<file path="src/sv/msec_pkg.sv">
// Shared types and constants for the MIPS subset execute core.
package msec_pkg;

  localparam int unsigned NUM_REGS = 32;
  localparam int unsigned REG_AW   = 5;
  localparam int unsigned XLEN     = 32;
  localparam int unsigned LEN_W    = 11;

  localparam logic [5:0] OP_SPECIAL = 6'd0;
  localparam logic [5:0] OP_BEQ     = 6'd4;
  localparam logic [5:0] OP_BNE     = 6'd5;
  localparam logic [5:0] OP_ADDI    = 6'd8;
  localparam logic [5:0] OP_ORI     = 6'd13;
  localparam logic [5:0] OP_LUI     = 6'd15;
  localparam logic [5:0] OP_MUL     = 6'd28;

  localparam logic [10:0] FN_SYSCALL = 11'd12;
  localparam logic [10:0] FN_ADD     = 11'd32;
  localparam logic [10:0] FN_SUB     = 11'd34;
  localparam logic [10:0] FN_SLT     = 11'd42;

  localparam logic [XLEN-1:0] SYS_PRINT_INT  = 32'd1;
  localparam logic [XLEN-1:0] SYS_EXIT       = 32'd10;
  localparam logic [XLEN-1:0] SYS_PRINT_CHAR = 32'd11;

  localparam logic [REG_AW-1:0] REG_ZERO = 5'd0;
  localparam logic [REG_AW-1:0] REG_V0   = 5'd2;
  localparam logic [REG_AW-1:0] REG_A0   = 5'd4;

  typedef enum logic [2:0] {
    ST_OK          = 3'd0,
    ST_EXIT        = 3'd1,
    ST_BAD_SYSCALL = 3'd2,
    ST_INVALID     = 3'd3,
    ST_BR_BEFORE   = 3'd4,
    ST_BR_AFTER    = 3'd5,
    ST_END         = 3'd6,
    ST_HALTED      = 3'd7
  } status_t;

  typedef enum logic [1:0] {
    PK_NONE = 2'd0,
    PK_INT  = 2'd1,
    PK_CHAR = 2'd2
  } pkind_t;

  // Outcome of one executed instruction, except the next pc whose width
  // follows the program depth.
  typedef struct packed {
    logic              wr_en;
    logic [REG_AW-1:0] wr_addr;
    logic [XLEN-1:0]   wr_data;
    logic              halt;
    logic              pc_load;
    status_t           status;
    pkind_t            kind;
    logic [XLEN-1:0]   print_value;
  } exec_res_t;

endpackage

</file>
<file path="src/sv/mips_subset_execute_core.sv">
// Top level of the MIPS subset execute core: channels, state and pipeline registers.
//
// Usage: the environment fetches the instruction word at the program counter
// last reported (out_next_pc of the previous result, 0 after reset) and sends it
// as one transaction on the in_ channel. The block executes add, sub, slt, mul,
// beq, bne, addi, ori, lui and syscall, and returns exactly one result
// transaction per instruction on the out_ channel: exec_pc, next_pc, status and
// any syscall print (kind and value of register 4).
// Write program_length on the cfg_ channel while the block is idle; lengths
// above PROG_DEPTH are clipped to PROG_DEPTH. cfg_ready is always high.
// Pipeline: execute register, then output register for the result.
// Throughput: one instruction per cycle while out_ready is high; the register file
// is read at the accepting edge and a write from the instruction ahead is bypassed.
// Stall: while out_ready is low the result holds in the output register, one
// more instruction may sit in the execute register, then in_ready drops.
// Reset (synchronous, rst_n low): registers read zero, pc is 0, the block is
// not halted, program_length is 0 and both pipeline stages are empty.
// After a halting status every further instruction returns status halted.
module mips_subset_execute_core #(
  parameter int unsigned PROG_DEPTH = 1024,
  parameter int unsigned PC_W       = $clog2(PROG_DEPTH),
  parameter int unsigned NPC_W      = ((PC_W > 15) ? PC_W : 15) + 2
) (
  input  logic                        clk,
  input  logic                        rst_n,
  input  logic                        cfg_valid,
  output logic                        cfg_ready,
  input  logic [msec_pkg::LEN_W-1:0]  cfg_program_length,
  input  logic                        in_valid,
  output logic                        in_ready,
  input  logic [31:0]                 in_instr_word,
  output logic                        out_valid,
  input  logic                        out_ready,
  output logic [PC_W-1:0]             out_exec_pc,
  output logic signed [NPC_W-1:0]     out_next_pc,
  output logic [2:0]                  out_status,
  output logic [1:0]                  out_print_kind,
  output logic signed [31:0]          out_print_value
);
  import msec_pkg::*;

  // Configuration
  logic [LEN_W-1:0] prog_len_r;

  // Architectural state
  logic [PC_W-1:0] pc_r;
  logic            halted_r;

  // Execute stage
  logic        ex_valid_r;
  logic [31:0] instr_r;

  // Output stage
  logic             out_valid_r;
  logic [PC_W-1:0]  out_exec_pc_r;
  logic [NPC_W-1:0] out_next_pc_r;
  logic [2:0]       out_status_r;
  logic [1:0]       out_print_kind_r;
  logic [31:0]      out_print_value_r;

  logic              in_accept;
  logic              ex_advance;
  logic              is_syscall;
  logic [REG_AW-1:0] rd_addr_a, rd_addr_b;
  logic [XLEN-1:0]   rs_val, rt_val;
  exec_res_t         res;
  logic [NPC_W-1:0]  next_pc;

  assign cfg_ready = 1'b1;

  always_ff @(posedge clk) begin
    if (!rst_n) begin
      prog_len_r <= '0;
    end else if (cfg_valid && cfg_ready) begin
      prog_len_r <= cfg_program_length;
    end
  end

  // Advance the execute stage when the output register is free or draining.
  assign ex_advance = ex_valid_r && (!out_valid_r || out_ready);
  assign in_ready   = !ex_valid_r || ex_advance;
  assign in_accept  = in_valid && in_ready;

  // A syscall reads register 2 (call number) and register 4 (argument).
  assign is_syscall = (in_instr_word[31:26] == OP_SPECIAL) &&
                      (in_instr_word[10:0] == FN_SYSCALL);
  assign rd_addr_a  = is_syscall ? REG_V0 : in_instr_word[25:21];
  assign rd_addr_b  = is_syscall ? REG_A0 : in_instr_word[20:16];

  msec_regfile u_regfile (
    .clk       (clk),
    .rst_n     (rst_n),
    .rd_en     (in_accept),
    .rd_addr_a (rd_addr_a),
    .rd_addr_b (rd_addr_b),
    .wr_en     (ex_advance && res.wr_en),
    .wr_addr   (res.wr_addr),
    .wr_data   (res.wr_data),
    .rd_data_a (rs_val),
    .rd_data_b (rt_val)
  );

  always_ff @(posedge clk) begin
    if (!rst_n) begin
      ex_valid_r <= 1'b0;
    end else if (in_accept) begin
      ex_valid_r <= 1'b1;
    end else if (ex_advance) begin
      ex_valid_r <= 1'b0;
    end
  end

  always_ff @(posedge clk) begin
    if (in_accept) begin
      instr_r <= in_instr_word;
    end
  end

  msec_alu #(
    .PROG_DEPTH (PROG_DEPTH),
    .PC_W       (PC_W),
    .NPC_W      (NPC_W)
  ) u_alu (
    .instr    (instr_r),
    .rs       (rs_val),
    .rt       (rt_val),
    .pc       (pc_r),
    .halted   (halted_r),
    .prog_len (prog_len_r),
    .res      (res),
    .next_pc  (next_pc)
  );

  // Commit pc and halt as the instruction leaves the execute stage.
  always_ff @(posedge clk) begin
    if (!rst_n) begin
      pc_r     <= '0;
      halted_r <= 1'b0;
    end else if (ex_advance) begin
      if (res.pc_load) begin
        pc_r <= next_pc[PC_W-1:0];
      end
      if (res.halt) begin
        halted_r <= 1'b1;
      end
    end
  end

  always_ff @(posedge clk) begin
    if (!rst_n) begin
      out_valid_r <= 1'b0;
    end else if (ex_advance) begin
      out_valid_r <= 1'b1;
    end else if (out_ready) begin
      out_valid_r <= 1'b0;
    end
  end

  always_ff @(posedge clk) begin
    if (ex_advance) begin
      out_exec_pc_r     <= pc_r;
      out_next_pc_r     <= next_pc;
      out_status_r      <= res.status;
      out_print_kind_r  <= res.kind;
      out_print_value_r <= res.print_value;
    end
  end

  assign out_valid       = out_valid_r;
  assign out_exec_pc     = out_exec_pc_r;
  assign out_next_pc     = out_next_pc_r;
  assign out_status      = out_status_r;
  assign out_print_kind  = out_print_kind_r;
  assign out_print_value = out_print_value_r;

endmodule

</file>
<file path="src/sv/msec_regfile.sv">
// Register file: 32 x 32 memory with registered reads, reset valid bits and write bypass.
module msec_regfile (
  input  logic                        clk,
  input  logic                        rst_n,
  input  logic                        rd_en,
  input  logic [msec_pkg::REG_AW-1:0] rd_addr_a,
  input  logic [msec_pkg::REG_AW-1:0] rd_addr_b,
  input  logic                        wr_en,
  input  logic [msec_pkg::REG_AW-1:0] wr_addr,
  input  logic [msec_pkg::XLEN-1:0]   wr_data,
  output logic [msec_pkg::XLEN-1:0]   rd_data_a,
  output logic [msec_pkg::XLEN-1:0]   rd_data_b
);
  import msec_pkg::*;

  logic [XLEN-1:0] mem [NUM_REGS];
  logic [NUM_REGS-1:0] vld_r;

  logic [XLEN-1:0] rd_q_a_r, rd_q_b_r;
  logic            vld_a_r, vld_b_r;
  logic            byp_a_r, byp_b_r;
  logic [XLEN-1:0] byp_data_r;

  always_ff @(posedge clk) begin
    if (wr_en) begin
      mem[wr_addr] <= wr_data;
    end
  end

  always_ff @(posedge clk) begin
    if (rd_en) begin
      rd_q_a_r <= mem[rd_addr_a];
      rd_q_b_r <= mem[rd_addr_b];
    end
  end

  always_ff @(posedge clk) begin
    if (!rst_n) begin
      vld_r <= '0;
    end else if (wr_en) begin
      vld_r[wr_addr] <= 1'b1;
    end
  end

  // Capture valid and same-edge write bypass alongside the read.
  always_ff @(posedge clk) begin
    if (rd_en) begin
      vld_a_r    <= vld_r[rd_addr_a];
      vld_b_r    <= vld_r[rd_addr_b];
      byp_a_r    <= wr_en && (wr_addr == rd_addr_a);
      byp_b_r    <= wr_en && (wr_addr == rd_addr_b);
      byp_data_r <= wr_data;
    end
  end

  assign rd_data_a = byp_a_r ? byp_data_r : (vld_a_r ? rd_q_a_r : '0);
  assign rd_data_b = byp_b_r ? byp_data_r : (vld_b_r ? rd_q_b_r : '0);

endmodule

</file>
<file path="src/sv/msec_alu.sv">
// Decode and execute logic: ALU, multiplier, branch target and status checks.
module msec_alu #(
  parameter int unsigned PROG_DEPTH = 1024,
  parameter int unsigned PC_W       = 10,
  parameter int unsigned NPC_W      = 17
) (
  input  logic [31:0]                instr,
  input  logic [msec_pkg::XLEN-1:0]  rs,
  input  logic [msec_pkg::XLEN-1:0]  rt,
  input  logic [PC_W-1:0]            pc,
  input  logic                       halted,
  input  logic [msec_pkg::LEN_W-1:0] prog_len,
  output msec_pkg::exec_res_t        res,
  output logic [NPC_W-1:0]           next_pc
);
  import msec_pkg::*;

  localparam logic [NPC_W-1:0] DEPTH_EXT = NPC_W'(PROG_DEPTH);

  logic [5:0]        op;
  logic [10:0]       fn;
  logic [REG_AW-1:0] t_addr, d_addr;
  logic [15:0]       imm;
  logic [NPC_W-1:0]  pc_ext, len_raw, eff_len, target, br_off;
  logic [XLEN-1:0]   prod;

  assign op      = instr[31:26];
  assign fn      = instr[10:0];
  assign t_addr  = instr[20:16];
  assign d_addr  = instr[15:11];
  assign imm     = instr[15:0];
  assign pc_ext  = {{(NPC_W-PC_W){1'b0}}, pc};
  assign len_raw = {{(NPC_W-LEN_W){1'b0}}, prog_len};
  assign eff_len = (len_raw > DEPTH_EXT) ? DEPTH_EXT : len_raw;
  assign br_off  = {{(NPC_W-16){imm[15]}}, imm};
  assign prod    = rs * rt;

  always_comb begin
    logic stop;
    logic taken;
    stop        = 1'b0;
    taken       = 1'b0;
    res.wr_en   = 1'b0;
    res.wr_addr = d_addr;
    res.wr_data = '0;
    res.halt    = 1'b0;
    res.pc_load = 1'b0;
    res.status  = ST_OK;
    res.kind    = PK_NONE;
    res.print_value = '0;
    target      = pc_ext + NPC_W'(1);
    next_pc     = pc_ext;

    if (halted) begin
      res.status = ST_HALTED;
    end else if (pc_ext >= eff_len) begin
      res.status = ST_END;
      res.halt   = 1'b1;
    end else begin
      case (op)
        OP_SPECIAL: begin
          case (fn)
            FN_ADD: begin
              res.wr_en   = 1'b1;
              res.wr_data = rs + rt;
            end
            FN_SUB: begin
              res.wr_en   = 1'b1;
              res.wr_data = rs - rt;
            end
            FN_SLT: begin
              res.wr_en   = 1'b1;
              res.wr_data = ($signed(rs) < $signed(rt)) ? 32'd1 : 32'd0;
            end
            FN_SYSCALL: begin
              // rs carries register 2, rt register 4 for a syscall
              if (rs == SYS_PRINT_INT) begin
                res.kind        = PK_INT;
                res.print_value = rt;
              end else if (rs == SYS_PRINT_CHAR) begin
                res.kind        = PK_CHAR;
                res.print_value = rt;
              end else if (rs == SYS_EXIT) begin
                stop       = 1'b1;
                res.status = ST_EXIT;
              end else begin
                stop       = 1'b1;
                res.status = ST_BAD_SYSCALL;
              end
            end
            default: begin
              stop       = 1'b1;
              res.status = ST_INVALID;
            end
          endcase
        end
        OP_MUL: begin
          res.wr_en   = 1'b1;
          res.wr_data = prod;
        end
        OP_BEQ: taken = (rs == rt);
        OP_BNE: taken = (rs != rt);
        OP_ADDI: begin
          res.wr_en   = 1'b1;
          res.wr_addr = t_addr;
          res.wr_data = rs + {{16{imm[15]}}, imm};
        end
        OP_ORI: begin
          res.wr_en   = 1'b1;
          res.wr_addr = t_addr;
          res.wr_data = rs | {16'd0, imm};
        end
        OP_LUI: begin
          res.wr_en   = 1'b1;
          res.wr_addr = t_addr;
          res.wr_data = {imm, 16'd0};
        end
        default: begin
          stop       = 1'b1;
          res.status = ST_INVALID;
        end
      endcase

      if (stop) begin
        res.halt = 1'b1;
      end else begin
        if (taken) begin
          target = pc_ext + br_off;
        end
        next_pc = target;
        if (target[NPC_W-1]) begin
          res.status = ST_BR_BEFORE;
          res.halt   = 1'b1;
        end else if (target > eff_len) begin
          res.status = ST_BR_AFTER;
          res.halt   = 1'b1;
        end else if (target == eff_len) begin
          res.status = ST_END;
          res.halt   = 1'b1;
        end else begin
          res.pc_load = 1'b1;
        end
      end
      // register 0 stays zero
      if (res.wr_addr == REG_ZERO) begin
        res.wr_en = 1'b0;
      end
    end
  end

endmodule
</file>
<file path="config.mk">
export PLATFORM = sky130hd
export DESIGN_NAME = mips_subset_execute_core
export DESIGN_NICKNAME = d
export VERILOG_FILES = /design/src/sv/msec_pkg.sv /design/src/sv/mips_subset_execute_core.sv /design/src/sv/msec_regfile.sv /design/src/sv/msec_alu.sv
export SDC_FILE = /design/constraint.sdc
export NUM_CORES = 2
export LEC_CHECK = 0
export ABC_CLOCK_PERIOD_IN_PS = 17000
export BUFFER_PORTS_ARGS = -buffer_cell sky130_fd_sc_hd__buf_2
export CELL_PAD_IN_SITES_DETAIL_PLACEMENT = 0
export CELL_PAD_IN_SITES_GLOBAL_PLACEMENT = 1
export CORE_ASPECT_RATIO = 1.5
export CORE_UTILIZATION = 37
export DETAILED_ROUTE_END_ITERATION = 7
export PLACE_DENSITY = 0.62
export SETUP_SLACK_MARGIN = 0.5
export SYNTH_ARGS = -nofsm -noshare
export SYNTH_HDL_FRONTEND = slang
export SYNTH_SLANG_ARGS = --single-unit
</file>
<file path="constraint.sdc">
create_clock -name clk -period 17 [get_ports clk]
set_input_delay 2.55 -clock clk [delete_from_list [all_inputs] [get_ports clk]]
set_output_delay 2.55 -clock clk [all_outputs]
set_load 0.005 [all_outputs]
</file>
==> results.py <==
metrics = {
    "global_route": {
        "grt_max_degree": 140,
        "track_usage_pct": 30.0,
        "antenna_found_initial": 17,
        "grt_pass1_wl_mm": 490,
        "first_global_vias": 67600,
        "grt-ovfl-total": 0,
    },
    "clock_tree": {
        "root_buffer": "clkbuf_16",
        "cts_hold_buf": 0,
        "htree_levels": 4,
        "postCtsSetupBuffers": 0,
        "clock-sinks": 1271,
        "clk_pin_slew_ns": 0.07,
        "ctsResizeCount": 0,
        "tritoncts": "yes",
        "clock_path_buffers": 4,
        "numCtsBuffers": 141,
        "clock_latency_ns": 0.81,
    },
    "route": {
        "vias": 66900,
        "drt_first_pass_iters": 6,
        "final_antenna_net_count": 0,
        "routed_wl_mm": 348,
        "drt_iter0_markers": 5831,
        "viasPerCell": 5.92,
        "drc": 0,
        "wire_per_inst_microns": 30.8,
    },
    "synth": {
        "synth_seq_area_share_pct": 44.8,
        "synthCells": 8287,
        "yosysWarnings": 0,
        "async_flop_share_pct": 0,
        "synth.distinct_cells": 102,
        "synth_area_sq_um": 83900,
        "ys.flop_type": "edfxtp_1",
        "syn_area_per_cell_sq_um": 10.1,
        "ys_ff_latch": 1271,
        "synth-edff-count": 1215,
    },
    "power": {
        "p_leak_nw": 35.5,
        "p_per_area_nw_per_um2": 93.9,
        "max-vdd-ir-drop_v": 0.0000683,
    },
    "sta": {
        "period_share_pct": 66.1,
        "setup_viol": 0,
        "relSlewSlack_pct": 11.6,
        "fmax_mhz": 89.0,
        "worstMarginPinSlew_ns": 1.32,
        "rsz0062_at_grt": "false",
        "finalHoldViolCount": 0,
        "final_max_slew_viol_count": 0,
        "final.min_clock_period_ns": 11.24,
        "clock_skew_ns": 0.0611,
        "setup_tns_ns": 0,
    },
    "worst_setup_path": {
        "endpoint_kind": "flip-flop",
        "critPathKind": "reg -> reg",
        "required_ns": 17.42,
        "worstPathArrival_ns": 11.66,
        "cp-start-kind": "flip-flop",
        "crit_path_max_fanout": 41,
    },
    "run": {
        "max-cap-violations": 0,
    },
    "final_layout": {
        "final_core_util_pct": 41.1,
        "finalNetCount": 8910,
        "final_common_cell": "edfxtp_1",
        "fillers": 21800,
        "final_cell_mix": "edfxtp_1 (1,215), nand2_1 (1,151), nor2_1 (821)",
        "drive_gt1_share_pct": 11.2,
        "areaGrowthSynthToFinish_pct": 10.0,
        "final_area_sq_um": 92400,
    },
    "placed_design": {
        "place_area_sq_um": 88000,
        "io_buffers": 113,
        "finalWeightedCongestion": 1.03,
        "hpwl_mm": 224,
    },
    "die": {
        "coreArea_sq_um": 225000,
        "initial_core_util_pct": 37.3,
        "rows": 213,
        "dieWidth_microns": 391,
        "io_pins": 115,
        "die_area_sq_um": 229000,
        "die_y_microns": 585,
    },
    "worst_hold_path": {
        "hold_class": "reg -> reg",
    },
    "status": {
        "status": "finished clean",
    },
}
-- power breakdown --
part | internal (W) | total [W] | switching (W)
clock | 0.00169 | 0.00299 | 0.00130
sequential | 0.00343 | 0.00346 | 0.0000321
combinational | 0.000780 | 0.00222 | 0.00144
total | 0.00589 | 0.00867 | 0.00278
-- synth_stat cells (all sizes together) (24+ instances only) --
master | instances | area share (%)
edfxtp | 1215 | 43
nand2 | 1161 | 5.2
nor2 | 834 | 3.7
inv | 516 | 2.3
nand3 | 497 | 3.0
clkbuf | 489 | 2.2
fa | 412 | 9.8
mux2i | 296 | 3.5
a21oi | 291 | 1.7
mux2 | 270 | 3.6
ha | 265 | 4.0
o211ai | 252 | 2.3
o21ai | 243 | 1.5
nor3 | 220 | 1.3
a31oi | 218 | 1.6
a211oi | 148 | 1.3
xnor2 | 108 | 1.1
and2 | 93 | 0.69
buf | 92 | 0.54
dfxtp | 56 | 1.3
o21a | 47 | 0.42
a21o | 38 | 0.34
a22o | 38 | 0.42
a31o | 36 | 0.38
nor2b | 36 | 0.28
xor2 | 36 | 0.38
a22oi | 31 | 0.36
and3 | 28 | 0.21
nor4 | 28 | 0.22
o22ai | 26 | 0.19
nand2b | 24 | 0.18
-- per-stage QoR --
step	cells	hold WS (ns)	total power [W]	setup WS, ns
2_1_floorplan	8318	0.446	0.00491	7.21
6_report	11300	0.480	0.00867	5.76
3_5_place_dp	11100	0.471	0.00571	6.13
5_1_grt	11300	0.503	0.00899	5.87
3_3_place_gp	11100	0.463	0.00570	6.29
4_1_cts	11300	0.481	0.00870	6.14
-- worst paths after layout --
| path | from | end | slack [ns] | depth (start not counted) |
|---|---|---|---|---|
| max | u_regfile.byp_a_r$_DFFE_PP_ | u_regfile.mem[14][26]$_DFFE_PP_ | 5.76 | 26 |
| min reg2reg | u_regfile.vld_r[22]$_SDFFE_PN0P_ | u_regfile.vld_r[22]$_SDFFE_PN0P_ | 0.48 | 1 |
| max reg2reg | u_regfile.byp_a_r$_DFFE_PP_ | u_regfile.mem[14][26]$_DFFE_PP_ | 5.76 | 26 |
| min | u_regfile.vld_r[22]$_SDFFE_PN0P_ | u_regfile.vld_r[22]$_SDFFE_PN0P_ | 0.48 | 1 |
-- final cells by class --
class / count / area, sq um / share of cell area [%]
inverter: 530 / 2000 / 2.16
tap: 3010 / 3770 / 4.08
sequential: 1271 / 37600 / 40.7
multi-input combinational: 5935 / 42500 / 46.1
antenna: 9 / 22.5 / 0.0244
timing repair buffer: 306 / 2140 / 2.32
clock inverter: 67 / 569 / 0.616
clock buffer: 174 / 3720 / 4.02
-- cell families after synthesis --
group	count (synthesis)	synth area share (%)
multiplexers	566	7.15
flip-flops	1271	44.8
adder cells (fa/ha/maj)	677	13.8
other	2	0.00895
AO/OA/AOI/OAI	1503	11.9
XOR/XNOR	150	1.66
AND/OR/NAND/NOR	3006	15.5
buffers and inverters	1112	5.15
-- critical path: stages, from the launching register on --
cell and delay (ns):
edfxtp_1 0.36, buf_4 0.27, nor2b_2 0.18, buf_4 0.32
a22o_1 1.03, inv_1 0.81, nor2_1 0.32, fa_1 0.47
fa_1 0.44, fa_1 0.55, inv_1 0.05, fa_1 0.48
inv_1 0.05, fa_1 0.45, ha_1 0.31, fa_1 0.51
fa_1 0.45, ha_1 0.35, a21oi_1 0.49, o211ai_1 0.16
a21oi_1 0.59, o21ai_0 0.48, a21oi_1 0.29, xnor2_1 0.19
a221oi_1 0.12, o22ai_1 0.18, a41o_1 0.93
-- flip-flops by register name (all words and copies together), names as in the netlist --
| register | flops |
|---|---|
| ex_valid_r | 1 |
| halted_r | 1 |
| instr_r | 27 |
| out_exec_pc | 10 |
| out_next_pc | 17 |
| out_print_kind | 2 |
| out_print_value | 32 |
| out_status | 3 |
| out_valid | 1 |
| pc_r | 10 |
| prog_len_r | 11 |
| u_regfile.byp_a_r | 1 |
| u_regfile.byp_b_r | 1 |
| u_regfile.byp_data_r | 32 |
| u_regfile.mem | 1024 |
| u_regfile.rd_q_a_r | 32 |
| u_regfile.rd_q_b_r | 32 |
| u_regfile.vld_a_r | 1 |
| u_regfile.vld_b_r | 1 |
| u_regfile.vld_r | 32 |
-- per-layer routing --
layer / GRT usage [%] / vias up / wire, microns
met5: 0 / - / 68
met3: 4.19 / 970 / 22200
met1: 33.5 / 33800 / 125000
met4: 22.3 / 10 / 30100
li1: - / 29200 / -
met2: 52.0 / 2941 / 171000
Note: power is estimated with default switching activity, not from simulation.
